**src/hdl/bbse_pkg.sv**
```systemverilog
`timescale 1ns / 1ps
// Shared constants, types and codes of the buffered block store with erase.
package bbse_pkg;

  localparam int LBA_COUNT   = 128;
  localparam int QUEUE_DEPTH = 10;
  localparam int MAX_ERASE   = 10;

  localparam int LBA_W   = 7;
  localparam int DATA_W  = 32;
  localparam int ELEN_W  = 4;
  localparam int FUNC_W  = 2;
  localparam int STAT_W  = 2;
  localparam int PCNT_W  = 4;

  localparam int ADDR_W = (LBA_COUNT > 1) ? $clog2(LBA_COUNT) : 1;
  localparam int QIDX_W = (QUEUE_DEPTH > 1) ? $clog2(QUEUE_DEPTH) : 1;
  localparam int CNT_W  = $clog2(QUEUE_DEPTH + 1);

  localparam logic [FUNC_W-1:0] FUNC_WRITE = 2'd0;
  localparam logic [FUNC_W-1:0] FUNC_READ  = 2'd1;
  localparam logic [FUNC_W-1:0] FUNC_ERASE = 2'd2;
  localparam logic [FUNC_W-1:0] FUNC_FLUSH = 2'd3;

  localparam logic [STAT_W-1:0] STATUS_OK        = 2'd0;
  localparam logic [STAT_W-1:0] STATUS_ADDR_ERR  = 2'd1;
  localparam logic [STAT_W-1:0] STATUS_ERASE_ERR = 2'd2;

  // One pending command; an erase keeps its length in the low data bits.
  typedef struct packed {
    logic              is_erase;
    logic [LBA_W-1:0]  lba;
    logic [DATA_W-1:0] data;
  } q_entry_t;

  // Request from the sequencer to the word store.
  typedef struct packed {
    logic              wr_en;
    logic              clr_en;
    logic [ADDR_W-1:0] addr;
    logic [DATA_W-1:0] wdata;
  } store_req_t;

  typedef enum logic [3:0] {
    ST_IDLE,
    ST_SRCH_RD,
    ST_SRCH_CHK,
    ST_MEM_RD,
    ST_MEM_DATA,
    ST_DRN_RD,
    ST_DRN_AP,
    ST_ERASE,
    ST_ENQ,
    ST_RESP
  } state_t;

endpackage

```
**src/hdl/bbse_in_if.sv**
```systemverilog
`timescale 1ns / 1ps
// Command channel of the buffered block store.
interface bbse_in_if;
  logic                          valid;
  logic                          ready;
  logic [bbse_pkg::FUNC_W-1:0]   func;
  logic [bbse_pkg::LBA_W-1:0]    lba;
  logic [bbse_pkg::DATA_W-1:0]   write_value;
  logic [bbse_pkg::ELEN_W-1:0]   erase_length;

  modport source (output valid, func, lba, write_value, erase_length, input ready);
  modport sink   (input valid, func, lba, write_value, erase_length, output ready);
endinterface

```
**src/hdl/bbse_out_if.sv**
```systemverilog
`timescale 1ns / 1ps
// Result channel of the buffered block store.
interface bbse_out_if;
  logic                          valid;
  logic                          ready;
  logic [bbse_pkg::DATA_W-1:0]   read_data;
  logic [bbse_pkg::STAT_W-1:0]   status;
  logic                          drained;
  logic [bbse_pkg::PCNT_W-1:0]   pending_count;

  modport source (output valid, read_data, status, drained, pending_count, input ready);
  modport sink   (input valid, read_data, status, drained, pending_count, output ready);
endinterface

```
**src/hdl/bbse_store.sv**
```systemverilog
`timescale 1ns / 1ps
// Word store with per-word valid bits; an invalid word reads as zero.
module bbse_store (
  input  logic                          clk,
  input  logic                          rst_n,
  input  bbse_pkg::store_req_t          req,
  output logic [bbse_pkg::DATA_W-1:0]   rdata
);

  logic [bbse_pkg::DATA_W-1:0] mem [bbse_pkg::LBA_COUNT];
  logic [bbse_pkg::LBA_COUNT-1:0] vld_r;
  logic [bbse_pkg::DATA_W-1:0] mem_q_r;
  logic                        vld_q_r;

  always_ff @(posedge clk) begin
    if (req.wr_en) begin
      mem[req.addr] <= req.wdata;
    end
    mem_q_r <= mem[req.addr];
  end

  // Erasing a word only drops its valid bit, so it reads as zero afterwards.
  always_ff @(posedge clk) begin
    if (!rst_n) begin
      vld_r   <= '0;
      vld_q_r <= 1'b0;
    end else begin
      if (req.wr_en) begin
        vld_r[req.addr] <= 1'b1;
      end else if (req.clr_en) begin
        vld_r[req.addr] <= 1'b0;
      end
      vld_q_r <= vld_r[req.addr];
    end
  end

  assign rdata = vld_q_r ? mem_q_r : '0;

endmodule

```
**src/hdl/buffered_block_store_with_erase_unit.sv**
```systemverilog
`timescale 1ns / 1ps
// Buffered block store: command queue, sequencer and word store.
// A rejected item, or a flush of an empty queue, goes straight to the result register; a write
// or erase is queued, and a read searches the pending entries newest first and reaches the store
// only if none covers its address. A flush, or a write or erase into a full queue, first drains
// the queue through the single store port and the one-entry queue read, and a result waits while
// the result register is held. One item at a time; rst_n (synchronous, active low) empties queue and store.
module buffered_block_store_with_erase_unit (
  input  logic       clk,
  input  logic       rst_n,
  bbse_in_if.sink    in_if,
  bbse_out_if.source out_if
);

  bbse_pkg::state_t state_r, state_nxt;

  logic [bbse_pkg::FUNC_W-1:0] cmd_func_r;
  logic [bbse_pkg::LBA_W-1:0]  cmd_lba_r;
  logic [bbse_pkg::DATA_W-1:0] cmd_val_r;
  logic [bbse_pkg::ELEN_W-1:0] cmd_len_r;

  logic [bbse_pkg::CNT_W-1:0]  pend_r, pend_nxt;
  logic [bbse_pkg::CNT_W-1:0]  idx_r, idx_nxt;
  logic [bbse_pkg::ELEN_W-1:0] off_r, off_nxt;

  logic [bbse_pkg::DATA_W-1:0] rdata_r, rdata_nxt;
  logic [bbse_pkg::STAT_W-1:0] status_r, status_nxt;
  logic                        drained_r, drained_nxt;

  logic                        out_valid_r, out_valid_nxt;
  logic [bbse_pkg::DATA_W-1:0] out_data_r;
  logic [bbse_pkg::STAT_W-1:0] out_status_r;
  logic                        out_drained_r;
  logic [bbse_pkg::PCNT_W-1:0] out_pcnt_r;

  bbse_pkg::q_entry_t q_mem [bbse_pkg::QUEUE_DEPTH];
  bbse_pkg::q_entry_t q_rd_r;
  bbse_pkg::q_entry_t q_wdata;
  logic                        q_wr_en, q_rd_en;
  logic [bbse_pkg::QIDX_W-1:0] q_rd_idx;

  bbse_pkg::store_req_t        st_req;
  logic [bbse_pkg::DATA_W-1:0] st_rdata;

  logic accept, out_load;
  logic lba_oob, erase_bad, q_full, drn_last, erase_last, srch_hit;
  logic [bbse_pkg::LBA_W:0] srch_diff;
  logic [15:0]              erase_addr;
  bbse_pkg::state_t         drn_done_st;

  assign accept   = in_if.valid && in_if.ready;
  assign out_load = (state_r == bbse_pkg::ST_RESP) && (!out_valid_r || out_if.ready);

  assign lba_oob   = 16'(in_if.lba) >= 16'(bbse_pkg::LBA_COUNT);
  assign erase_bad = (in_if.erase_length == '0)
                  || (16'(in_if.erase_length) > 16'(bbse_pkg::MAX_ERASE))
                  || (16'(in_if.lba) + 16'(in_if.erase_length) > 16'(bbse_pkg::LBA_COUNT));
  assign q_full    = 32'(pend_r) >= 32'(bbse_pkg::QUEUE_DEPTH);

  assign drn_last    = (idx_r + 1'b1) == pend_r;
  assign erase_last  = (off_r + 1'b1) == q_rd_r.data[bbse_pkg::ELEN_W-1:0];
  assign drn_done_st = (cmd_func_r == bbse_pkg::FUNC_FLUSH) ? bbse_pkg::ST_RESP
                                                           : bbse_pkg::ST_ENQ;

  // Newest-first search: an erase covers the address when it lies within its range.
  assign srch_diff = {1'b0, cmd_lba_r} - {1'b0, q_rd_r.lba};
  assign srch_hit  = q_rd_r.is_erase
                   ? ((cmd_lba_r >= q_rd_r.lba) &&
                      (srch_diff < (bbse_pkg::LBA_W + 1)'(q_rd_r.data[bbse_pkg::ELEN_W-1:0])))
                   : (q_rd_r.lba == cmd_lba_r);

  assign erase_addr = 16'(q_rd_r.lba) + 16'(off_r);

  // Next state.
  always_comb begin
    state_nxt = state_r;
    unique case (state_r)
      bbse_pkg::ST_IDLE: begin
        if (accept) begin
          if (in_if.func == bbse_pkg::FUNC_FLUSH) begin
            state_nxt = (pend_r != '0) ? bbse_pkg::ST_DRN_RD : bbse_pkg::ST_RESP;
          end else if (lba_oob) begin
            state_nxt = bbse_pkg::ST_RESP;
          end else if (in_if.func == bbse_pkg::FUNC_READ) begin
            state_nxt = (pend_r != '0) ? bbse_pkg::ST_SRCH_RD : bbse_pkg::ST_MEM_RD;
          end else if ((in_if.func == bbse_pkg::FUNC_ERASE) && erase_bad) begin
            state_nxt = bbse_pkg::ST_RESP;
          end else begin
            state_nxt = q_full ? bbse_pkg::ST_DRN_RD : bbse_pkg::ST_ENQ;
          end
        end
      end
      bbse_pkg::ST_SRCH_RD:  state_nxt = bbse_pkg::ST_SRCH_CHK;
      bbse_pkg::ST_SRCH_CHK: begin
        if (srch_hit) begin
          state_nxt = bbse_pkg::ST_RESP;
        end else if (idx_r == '0) begin
          state_nxt = bbse_pkg::ST_MEM_RD;
        end else begin
          state_nxt = bbse_pkg::ST_SRCH_RD;
        end
      end
      bbse_pkg::ST_MEM_RD:   state_nxt = bbse_pkg::ST_MEM_DATA;
      bbse_pkg::ST_MEM_DATA: state_nxt = bbse_pkg::ST_RESP;
      bbse_pkg::ST_DRN_RD:   state_nxt = bbse_pkg::ST_DRN_AP;
      bbse_pkg::ST_DRN_AP: begin
        if (q_rd_r.is_erase) begin
          state_nxt = bbse_pkg::ST_ERASE;
        end else begin
          state_nxt = drn_last ? drn_done_st : bbse_pkg::ST_DRN_RD;
        end
      end
      bbse_pkg::ST_ERASE: begin
        if (erase_last) begin
          state_nxt = drn_last ? drn_done_st : bbse_pkg::ST_DRN_RD;
        end
      end
      bbse_pkg::ST_ENQ:  state_nxt = bbse_pkg::ST_RESP;
      bbse_pkg::ST_RESP: begin
        if (out_load) begin
          state_nxt = bbse_pkg::ST_IDLE;
        end
      end
      default: state_nxt = bbse_pkg::ST_IDLE;
    endcase
  end

  // Datapath controls and next values.
  always_comb begin
    pend_nxt    = pend_r;
    idx_nxt     = idx_r;
    off_nxt     = off_r;
    rdata_nxt   = rdata_r;
    status_nxt  = status_r;
    drained_nxt = drained_r;
    q_wr_en     = 1'b0;
    q_rd_en     = 1'b0;
    q_rd_idx    = bbse_pkg::QIDX_W'(idx_r);
    q_wdata.is_erase = (cmd_func_r == bbse_pkg::FUNC_ERASE);
    q_wdata.lba      = cmd_lba_r;
    q_wdata.data     = (cmd_func_r == bbse_pkg::FUNC_ERASE)
                     ? bbse_pkg::DATA_W'(cmd_len_r) : cmd_val_r;
    st_req.wr_en  = 1'b0;
    st_req.clr_en = 1'b0;
    st_req.addr   = bbse_pkg::ADDR_W'(cmd_lba_r);
    st_req.wdata  = q_rd_r.data;
    unique case (state_r)
      bbse_pkg::ST_IDLE: begin
        rdata_nxt   = '0;
        drained_nxt = 1'b0;
        status_nxt  = bbse_pkg::STATUS_OK;
        idx_nxt     = (in_if.func == bbse_pkg::FUNC_READ) ? pend_r : '0;
        if (in_if.func != bbse_pkg::FUNC_FLUSH) begin
          if (lba_oob) begin
            status_nxt = bbse_pkg::STATUS_ADDR_ERR;
          end else if ((in_if.func == bbse_pkg::FUNC_ERASE) && erase_bad) begin
            status_nxt = bbse_pkg::STATUS_ERASE_ERR;
          end
        end
      end
      bbse_pkg::ST_SRCH_RD: begin
        q_rd_en  = 1'b1;
        q_rd_idx = bbse_pkg::QIDX_W'(idx_r - 1'b1);
        idx_nxt  = idx_r - 1'b1;
      end
      bbse_pkg::ST_SRCH_CHK: begin
        if (srch_hit) begin
          rdata_nxt = q_rd_r.is_erase ? '0 : q_rd_r.data;
        end
      end
      bbse_pkg::ST_MEM_DATA: rdata_nxt = st_rdata;
      bbse_pkg::ST_DRN_RD: begin
        q_rd_en = 1'b1;
        off_nxt = '0;
      end
      bbse_pkg::ST_DRN_AP: begin
        if (!q_rd_r.is_erase) begin
          st_req.wr_en = 16'(q_rd_r.lba) < 16'(bbse_pkg::LBA_COUNT);
          st_req.addr  = bbse_pkg::ADDR_W'(q_rd_r.lba);
          idx_nxt      = idx_r + 1'b1;
          if (drn_last) begin
            pend_nxt    = '0;
            drained_nxt = 1'b1;
          end
        end
      end
      bbse_pkg::ST_ERASE: begin
        st_req.clr_en = erase_addr < 16'(bbse_pkg::LBA_COUNT);
        st_req.addr   = bbse_pkg::ADDR_W'(erase_addr);
        off_nxt       = off_r + 1'b1;
        if (erase_last) begin
          idx_nxt = idx_r + 1'b1;
          if (drn_last) begin
            pend_nxt    = '0;
            drained_nxt = 1'b1;
          end
        end
      end
      bbse_pkg::ST_ENQ: begin
        q_wr_en  = 1'b1;
        pend_nxt = pend_r + 1'b1;
      end
      default: ;
    endcase
  end

  always_ff @(posedge clk) begin
    if (!rst_n) begin
      state_r     <= bbse_pkg::ST_IDLE;
      pend_r      <= '0;
      out_valid_r <= 1'b0;
    end else begin
      state_r     <= state_nxt;
      pend_r      <= pend_nxt;
      out_valid_r <= out_valid_nxt;
    end
  end

  always_ff @(posedge clk) begin
    if (accept) begin
      cmd_func_r <= in_if.func;
      cmd_lba_r  <= in_if.lba;
      cmd_val_r  <= in_if.write_value;
      cmd_len_r  <= in_if.erase_length;
    end
    idx_r     <= idx_nxt;
    off_r     <= off_nxt;
    rdata_r   <= rdata_nxt;
    status_r  <= status_nxt;
    drained_r <= drained_nxt;
    if (out_load) begin
      out_data_r    <= rdata_r;
      out_status_r  <= status_r;
      out_drained_r <= drained_r;
      out_pcnt_r    <= bbse_pkg::PCNT_W'(pend_r);
    end
  end

  always_ff @(posedge clk) begin
    if (q_wr_en) begin
      q_mem[bbse_pkg::QIDX_W'(pend_r)] <= q_wdata;
    end
    if (q_rd_en) begin
      q_rd_r <= q_mem[q_rd_idx];
    end
  end

  assign out_valid_nxt = out_load || (out_valid_r && !out_if.ready);

  bbse_store u_store (
    .clk   (clk),
    .rst_n (rst_n),
    .req   (st_req),
    .rdata (st_rdata)
  );

  assign in_if.ready          = (state_r == bbse_pkg::ST_IDLE);
  assign out_if.valid         = out_valid_r;
  assign out_if.read_data     = out_data_r;
  assign out_if.status        = out_status_r;
  assign out_if.drained       = out_drained_r;
  assign out_if.pending_count = out_pcnt_r;

`ifndef SYNTHESIS
  a_pend_bound: assert property (@(posedge clk) disable iff (!rst_n)
    32'(pend_r) <= 32'(bbse_pkg::QUEUE_DEPTH))
    else $error("pending count exceeds queue depth");

  a_busy_after_accept: assert property (@(posedge clk) disable iff (!rst_n)
    accept |=> !in_if.ready)
    else $error("new item taken while previous item is in progress");

  a_result_from_resp: assert property (@(posedge clk) disable iff (!rst_n)
    $rose(out_if.valid) |-> $past(state_r == bbse_pkg::ST_RESP))
    else $error("result raised outside the response state");

  a_drain_empties: assert property (@(posedge clk) disable iff (!rst_n)
    (out_if.valid && out_if.drained) |-> (out_if.pending_count <= 4'd1))
    else $error("drained result leaves more than one pending item");

  a_error_clean: assert property (@(posedge clk) disable iff (!rst_n)
    (out_if.valid && (out_if.status != bbse_pkg::STATUS_OK))
      |-> (!out_if.drained && (out_if.read_data == '0)))
    else $error("rejected item drained the queue or returned data");
`endif

endmodule
```
**src/flat_wrapper.sv**
```systemverilog
// flat-port wrapper written by rule: the top's interface ports become plain ports
module buffered_block_store_with_erase_unit_flat 
  (clk, rst_n, in_if_valid, in_if_func, in_if_lba, in_if_write_value, in_if_erase_length, in_if_ready, out_if_valid, out_if_read_data, out_if_status, out_if_drained, out_if_pending_count, out_if_ready);
  bbse_in_if in_if_i ();
  bbse_out_if out_if_i ();
  input  logic clk;
  input  logic rst_n;
  input wire logic [$bits(in_if_i.valid)-1:0] in_if_valid;
  input wire logic [$bits(in_if_i.func)-1:0] in_if_func;
  input wire logic [$bits(in_if_i.lba)-1:0] in_if_lba;
  input wire logic [$bits(in_if_i.write_value)-1:0] in_if_write_value;
  input wire logic [$bits(in_if_i.erase_length)-1:0] in_if_erase_length;
  output wire logic [$bits(in_if_i.ready)-1:0] in_if_ready;
  output wire logic [$bits(out_if_i.valid)-1:0] out_if_valid;
  output wire logic [$bits(out_if_i.read_data)-1:0] out_if_read_data;
  output wire logic [$bits(out_if_i.status)-1:0] out_if_status;
  output wire logic [$bits(out_if_i.drained)-1:0] out_if_drained;
  output wire logic [$bits(out_if_i.pending_count)-1:0] out_if_pending_count;
  input wire logic [$bits(out_if_i.ready)-1:0] out_if_ready;
  assign in_if_i.valid = in_if_valid;
  assign in_if_i.func = in_if_func;
  assign in_if_i.lba = in_if_lba;
  assign in_if_i.write_value = in_if_write_value;
  assign in_if_i.erase_length = in_if_erase_length;
  assign in_if_ready = in_if_i.ready;
  assign out_if_valid = out_if_i.valid;
  assign out_if_read_data = out_if_i.read_data;
  assign out_if_status = out_if_i.status;
  assign out_if_drained = out_if_i.drained;
  assign out_if_pending_count = out_if_i.pending_count;
  assign out_if_i.ready = out_if_ready;
  buffered_block_store_with_erase_unit u_core (.clk(clk), .rst_n(rst_n), .in_if(in_if_i), .out_if(out_if_i));
endmodule
```
**config.mk**
```make
export PLATFORM = sky130hd
export DESIGN_NAME = buffered_block_store_with_erase_unit_flat
export DESIGN_NICKNAME = d
export VERILOG_FILES = /design/src/hdl/bbse_pkg.sv /design/src/hdl/bbse_in_if.sv /design/src/hdl/bbse_out_if.sv /design/src/hdl/bbse_store.sv /design/src/hdl/buffered_block_store_with_erase_unit.sv /design/src/flat_wrapper.sv
export SDC_FILE = /design/constraint.sdc
export NUM_CORES = 2
export LEC_CHECK = 0
export BUFFER_PORTS_ARGS = -buffer_cell sky130_fd_sc_hd__buf_2
export CAP_MARGIN = 20
export CORE_MARGIN = 4
export CORE_UTILIZATION = 25
export CTS_CLUSTER_SIZE = 8
export DETAILED_ROUTE_END_ITERATION = 8
export PLACE_DENSITY_LB_ADDON = 0.2
export SYNTH_ARGS = -nofsm -noshare
export SYNTH_HDL_FRONTEND = slang
export SYNTH_HIERARCHICAL = 1
export SYNTH_MEMORY_MAX_BITS = 65536
export SYNTH_SLANG_ARGS = --single-unit
```
**constraint.sdc**
```tcl
create_clock -name clk -period 7.3 [get_ports clk]
set_input_delay 0 -clock clk [delete_from_list [all_inputs] [get_ports clk]]
set_output_delay 0 -clock clk [all_outputs]
set_load 0.005 [all_outputs]
```
==> out/metrics.yaml <==
setup_path:
  path_delay_family: "simple AND/OR/NAND/NOR gates"
  worstPathArrival_ns: 7.62
  crit_chain: "nand3_1 > o31a_1 > o21ai_4 > buf_12 > nor2b_4 > buf_4 > a221oi_1 > nor2_1 > nor3_1 > or4_1 > a311oi_1"
  cp.required_ns: 8.28
  path_buf_inv: 2
  crit_path_max_fanout: 43
  worst_path_max_delay_cell: "or4_1"
  cpPeakStageDelay_ns: 1.03
  worst_setup_path_end_kind: "register"
  crit_type: "reg -> reg"
  rrSetupSlack_ns: 0.66
  start_kind: "register"
cells_and_area:
  layout-drive-gt1-share_pct: 17.3
  final_nets: 11300
  synthToLayoutAreaGrowth_pct: 19.9
detailed_routing:
  routedWlPerCell_um: 33.7
  vias_per_cell: 5.15
  ant_nets: 0
  drtIter0Drc: 12700
  drc_errors: 0
  via_count: 110000
  routed_wirelength_um: 721000
  dr.pass1.iters: 6
sta:
  hold_violations: 0
  setup_viol: 0
  slew_headroom_pct: 14.9
  timing.fmax_ghz: 0.151
  tns_ns: 0
  rsz0062_at_grt: "no"
  period_share_pct: 90.9
  slew_viol_final: 0
  fin_skew_ns: 0.0699
  fin_crit_ns: 6.64
  worstMarginPinSlew_ns: 1.28
global_routing:
  antenna_found_initial: 79
  grt_pass1_vias: 107000
  grt.total_usage_pct: 18.5
  grt_pass1_wl_um: 973000
  grt_overflow: 0
  grt_max_degree: 130
synthesis:
  synth_fa_ha_area_share_pct: 0.215
  syn_inst: 10500
  synth.distinct_cells: 89
  synth-simple-area-share_pct: 2.88
  ys_warn_count: 6
  syn_area_um2: 185000
  synth_top_family_by_area: "compound AO/OA/AOI/OAI gates"
  avgSynthCellArea_um2: 17.6
  synth-edff-count: 4661
  synth_compound_area_share_pct: 11.7
  yosysSeqAreaShare_pct: 77.4
  ys_ff_latch: 4831
  synth_flop_cell: "edfxtp_1"
  synth_fp_nets: 10600
  synth_xor_area_share_pct: 0.139
  yosys-mux-area-fraction_pct: 5.57
  ys_async_sr_fraction_pct: 0
clock_tree:
  worstSkewPairLatency_ns: 1.11
  htree_levels: 6
  clock_sinks: 4831
  clkTransAtPathRegs_ns: 0.05
  cts_made_buffers: 677
  holdBufCountCts: 99
  root_buffer: "clkbuf_16"
  cts_buffer_depth: 4
  cts_tree: "yes"
  post-cts-setup-buffers: 0
  cts_resized: 0
placement:
  gp_congestion: 0.815
  numPortBuffers: 88
  hpwl_um: 419000
flow_run:
  max_cap_violations: 0
die:
  core-area_um2: 737000
  die_h_um: 869
  dieArea_um2: 754000
  start_util_pct: 25.1
  die_w_um: 869
  rows: 315
  io_pins: 90
power_and_ir_drop:
  power_mw: 88.6
  cellLeakagePower_nw: 69.5
  p_per_area_nw_per_um2: 399
  ir_worst_vdd_mv: 0.366
worst_hold_path:
  hold_class: "in -> reg"
run_status:
  status: "completed"
worst register-to-register path, stage by stage (launching register included):
cell,delay (ns)
dfxtp_1,0.71
nand3_1,0.66
o31a_1,0.50
o21ai_4,0.52
buf_12,0.34
nor2b_4,0.95
buf_4,0.78
a221oi_1,0.32
nor2_1,0.12
nor3_1,0.10
or4_1,1.04
a311oi_1,0.47
state kept, by name, summed over array words and instances, names as in the netlist, named ones only:
name                         flops
u_core/idx_r                     4
u_core/out_if.status             1
u_core/out_if.drained            1
u_core/out_if.valid              1
u_core/q_mem                   400
u_core/out_if.read_data         32
u_core/drained_r                 1
u_core/rdata_r                  32
u_core/u_store/mem            4096
u_core/status_r                  1
u_core/q_rd_r                   40
u_core/u_store/vld_q_r           1
u_core/cmd_val_r                32
u_core/out_if.pending_count      4
u_core/cmd_func_r                2
u_core/state_r                   4
u_core/u_store/mem_q_r          32
u_core/pend_r                    4
u_core/cmd_len_r                 4
u_core/off_r                     4
u_core/cmd_lba_r                 7
area by class of cell:
cell class                 instances  area, um^2
sequential                      4831      143000
clock inverter                    51         948
tap                             9827       12300
multi-input combinational       4856       39300
antenna                          111         278
timing repair buffer             848        7790
inverter                          46         203
clock buffer                     844       17800
fill                           72500      515000
routing by layer:
layer  vias up  GRT usage, %  share of wire (%)
li1      45100             -                  -
met1     59800          25.4                 43
met2      4366          29.7                 47
met4        28          5.78                3.4
met3       980          3.12                6.7
met5         -             0              0.025
report_power, final:
| part | internal (mW) | leakage, nW | total [mW] | switching (mW) |
|---|---|---|---|---|
| sequential | 34.1 | 43.4 | 34.9 | 0.772 |
| clock | 16.9 | 9.06 | 28.7 | 11.8 |
| combinational | 6.57 | 17.1 | 25.0 | 18.4 |
cell usage after synthesis (14+ instances only):
cell	n	area share, %
o22ai_1	286	0.97
xor2_1	14	0.066
nand2b_1	38	0.13
nand2_1	205	0.42
nand3_1	50	0.14
mux2_2	87	0.53
nor3_1	60	0.16
clkbuf_1	368	0.75
nor2b_1	51	0.17
a21oi_1	263	0.71
nor4_1	15	0.051
and2_1	77	0.26
a311oi_1	23	0.11
buf_2	281	0.76
a211oi_1	68	0.28
or3_1	21	0.071
o2bb2ai_1	40	0.19
mux2i_1	500	2.7
o21ai_0	239	0.65
a22oi_1	355	1.4
o21ai_1	28	0.076
o22a_1	66	0.31
a31oi_1	41	0.14
or4_1	14	0.057
o21a_1	230	0.93
a221o_1	66	0.36
inv_1	39	0.079
o211ai_1	83	0.34
ha_1	27	0.18
a221oi_1	758	3.6
edfxtp_1	4661	76
o221ai_1	49	0.23
buf_1	64	0.13
mux4_2	188	2.3
dfxtp_1	170	1.8
and3_1	14	0.047
buf_4	68	0.28
a22o_1	146	0.69
a2111oi_0	33	0.16
nor2_1	506	1.0
per-stage QoR:
| step | hold slack, ns | cell area (um^2) | setup WS [ns] | util [%] | cells |
|---|---|---|---|---|---|
| floorplan | 0.0989 | 185000 | 1.99 | - | 10500 |
| global placement | 0.176 | 202000 | 0.678 | 27.4 | 20300 |
| detailed placement | 0.180 | 202000 | 0.879 | 27.4 | 20300 |
| CTS | 0.00268 | 222000 | 0.809 | 30.1 | 21300 |
| global route | 0.0982 | 222000 | 0.752 | 30.1 | 21400 |
| finish | 0.108 | 222000 | 0.661 | 30.1 | 21400 |
cells in the final DEF (no fill, tap or decap), drive strengths merged, types with 68 or more instances in the layout:
cell | synthesis | layout
a211oi | 68 | 68
a21oi | 263 | 263
a221oi | 758 | 758
a22o | 146 | 146
a22oi | 355 | 355
and2 | 78 | 78
buf | 426 | 748
clkbuf | 368 | 845
dfxtp | 170 | 170
diode | 0 | 111
dlygate4sd3 | 0 | 99
edfxtp | 4661 | 4661
mux2 | 96 | 96
mux2i | 500 | 500
mux4 | 188 | 188
nand2 | 205 | 205
nor2 | 507 | 507
o211ai | 83 | 83
o21a | 230 | 230
o21ai | 268 | 268
o22ai | 286 | 286
cell families after synthesis:
logic type,after synthesis
AOI/OAI and AO/OA,2882
xor gates and xnor gates,26
adders and majority gates,30
buffers and inverters,840
DFF,4831
muxes,784
other,1
and+or+nand+nor,1133
final timing paths:
kind | start | cells after the start | end
min reg2reg | u_core/rdata_r[6] | 0 | u_core/out_if.read_data[6]
min | rst_n | 4 | u_core/state_r[1]
max reg2reg | u_core/state_r[1] | 11 | u_core/u_store/mem_q_r[18]
max | u_core/state_r[1] | 11 | u_core/u_store/mem_q_r[18]
(Power assumes the default switching activity.)
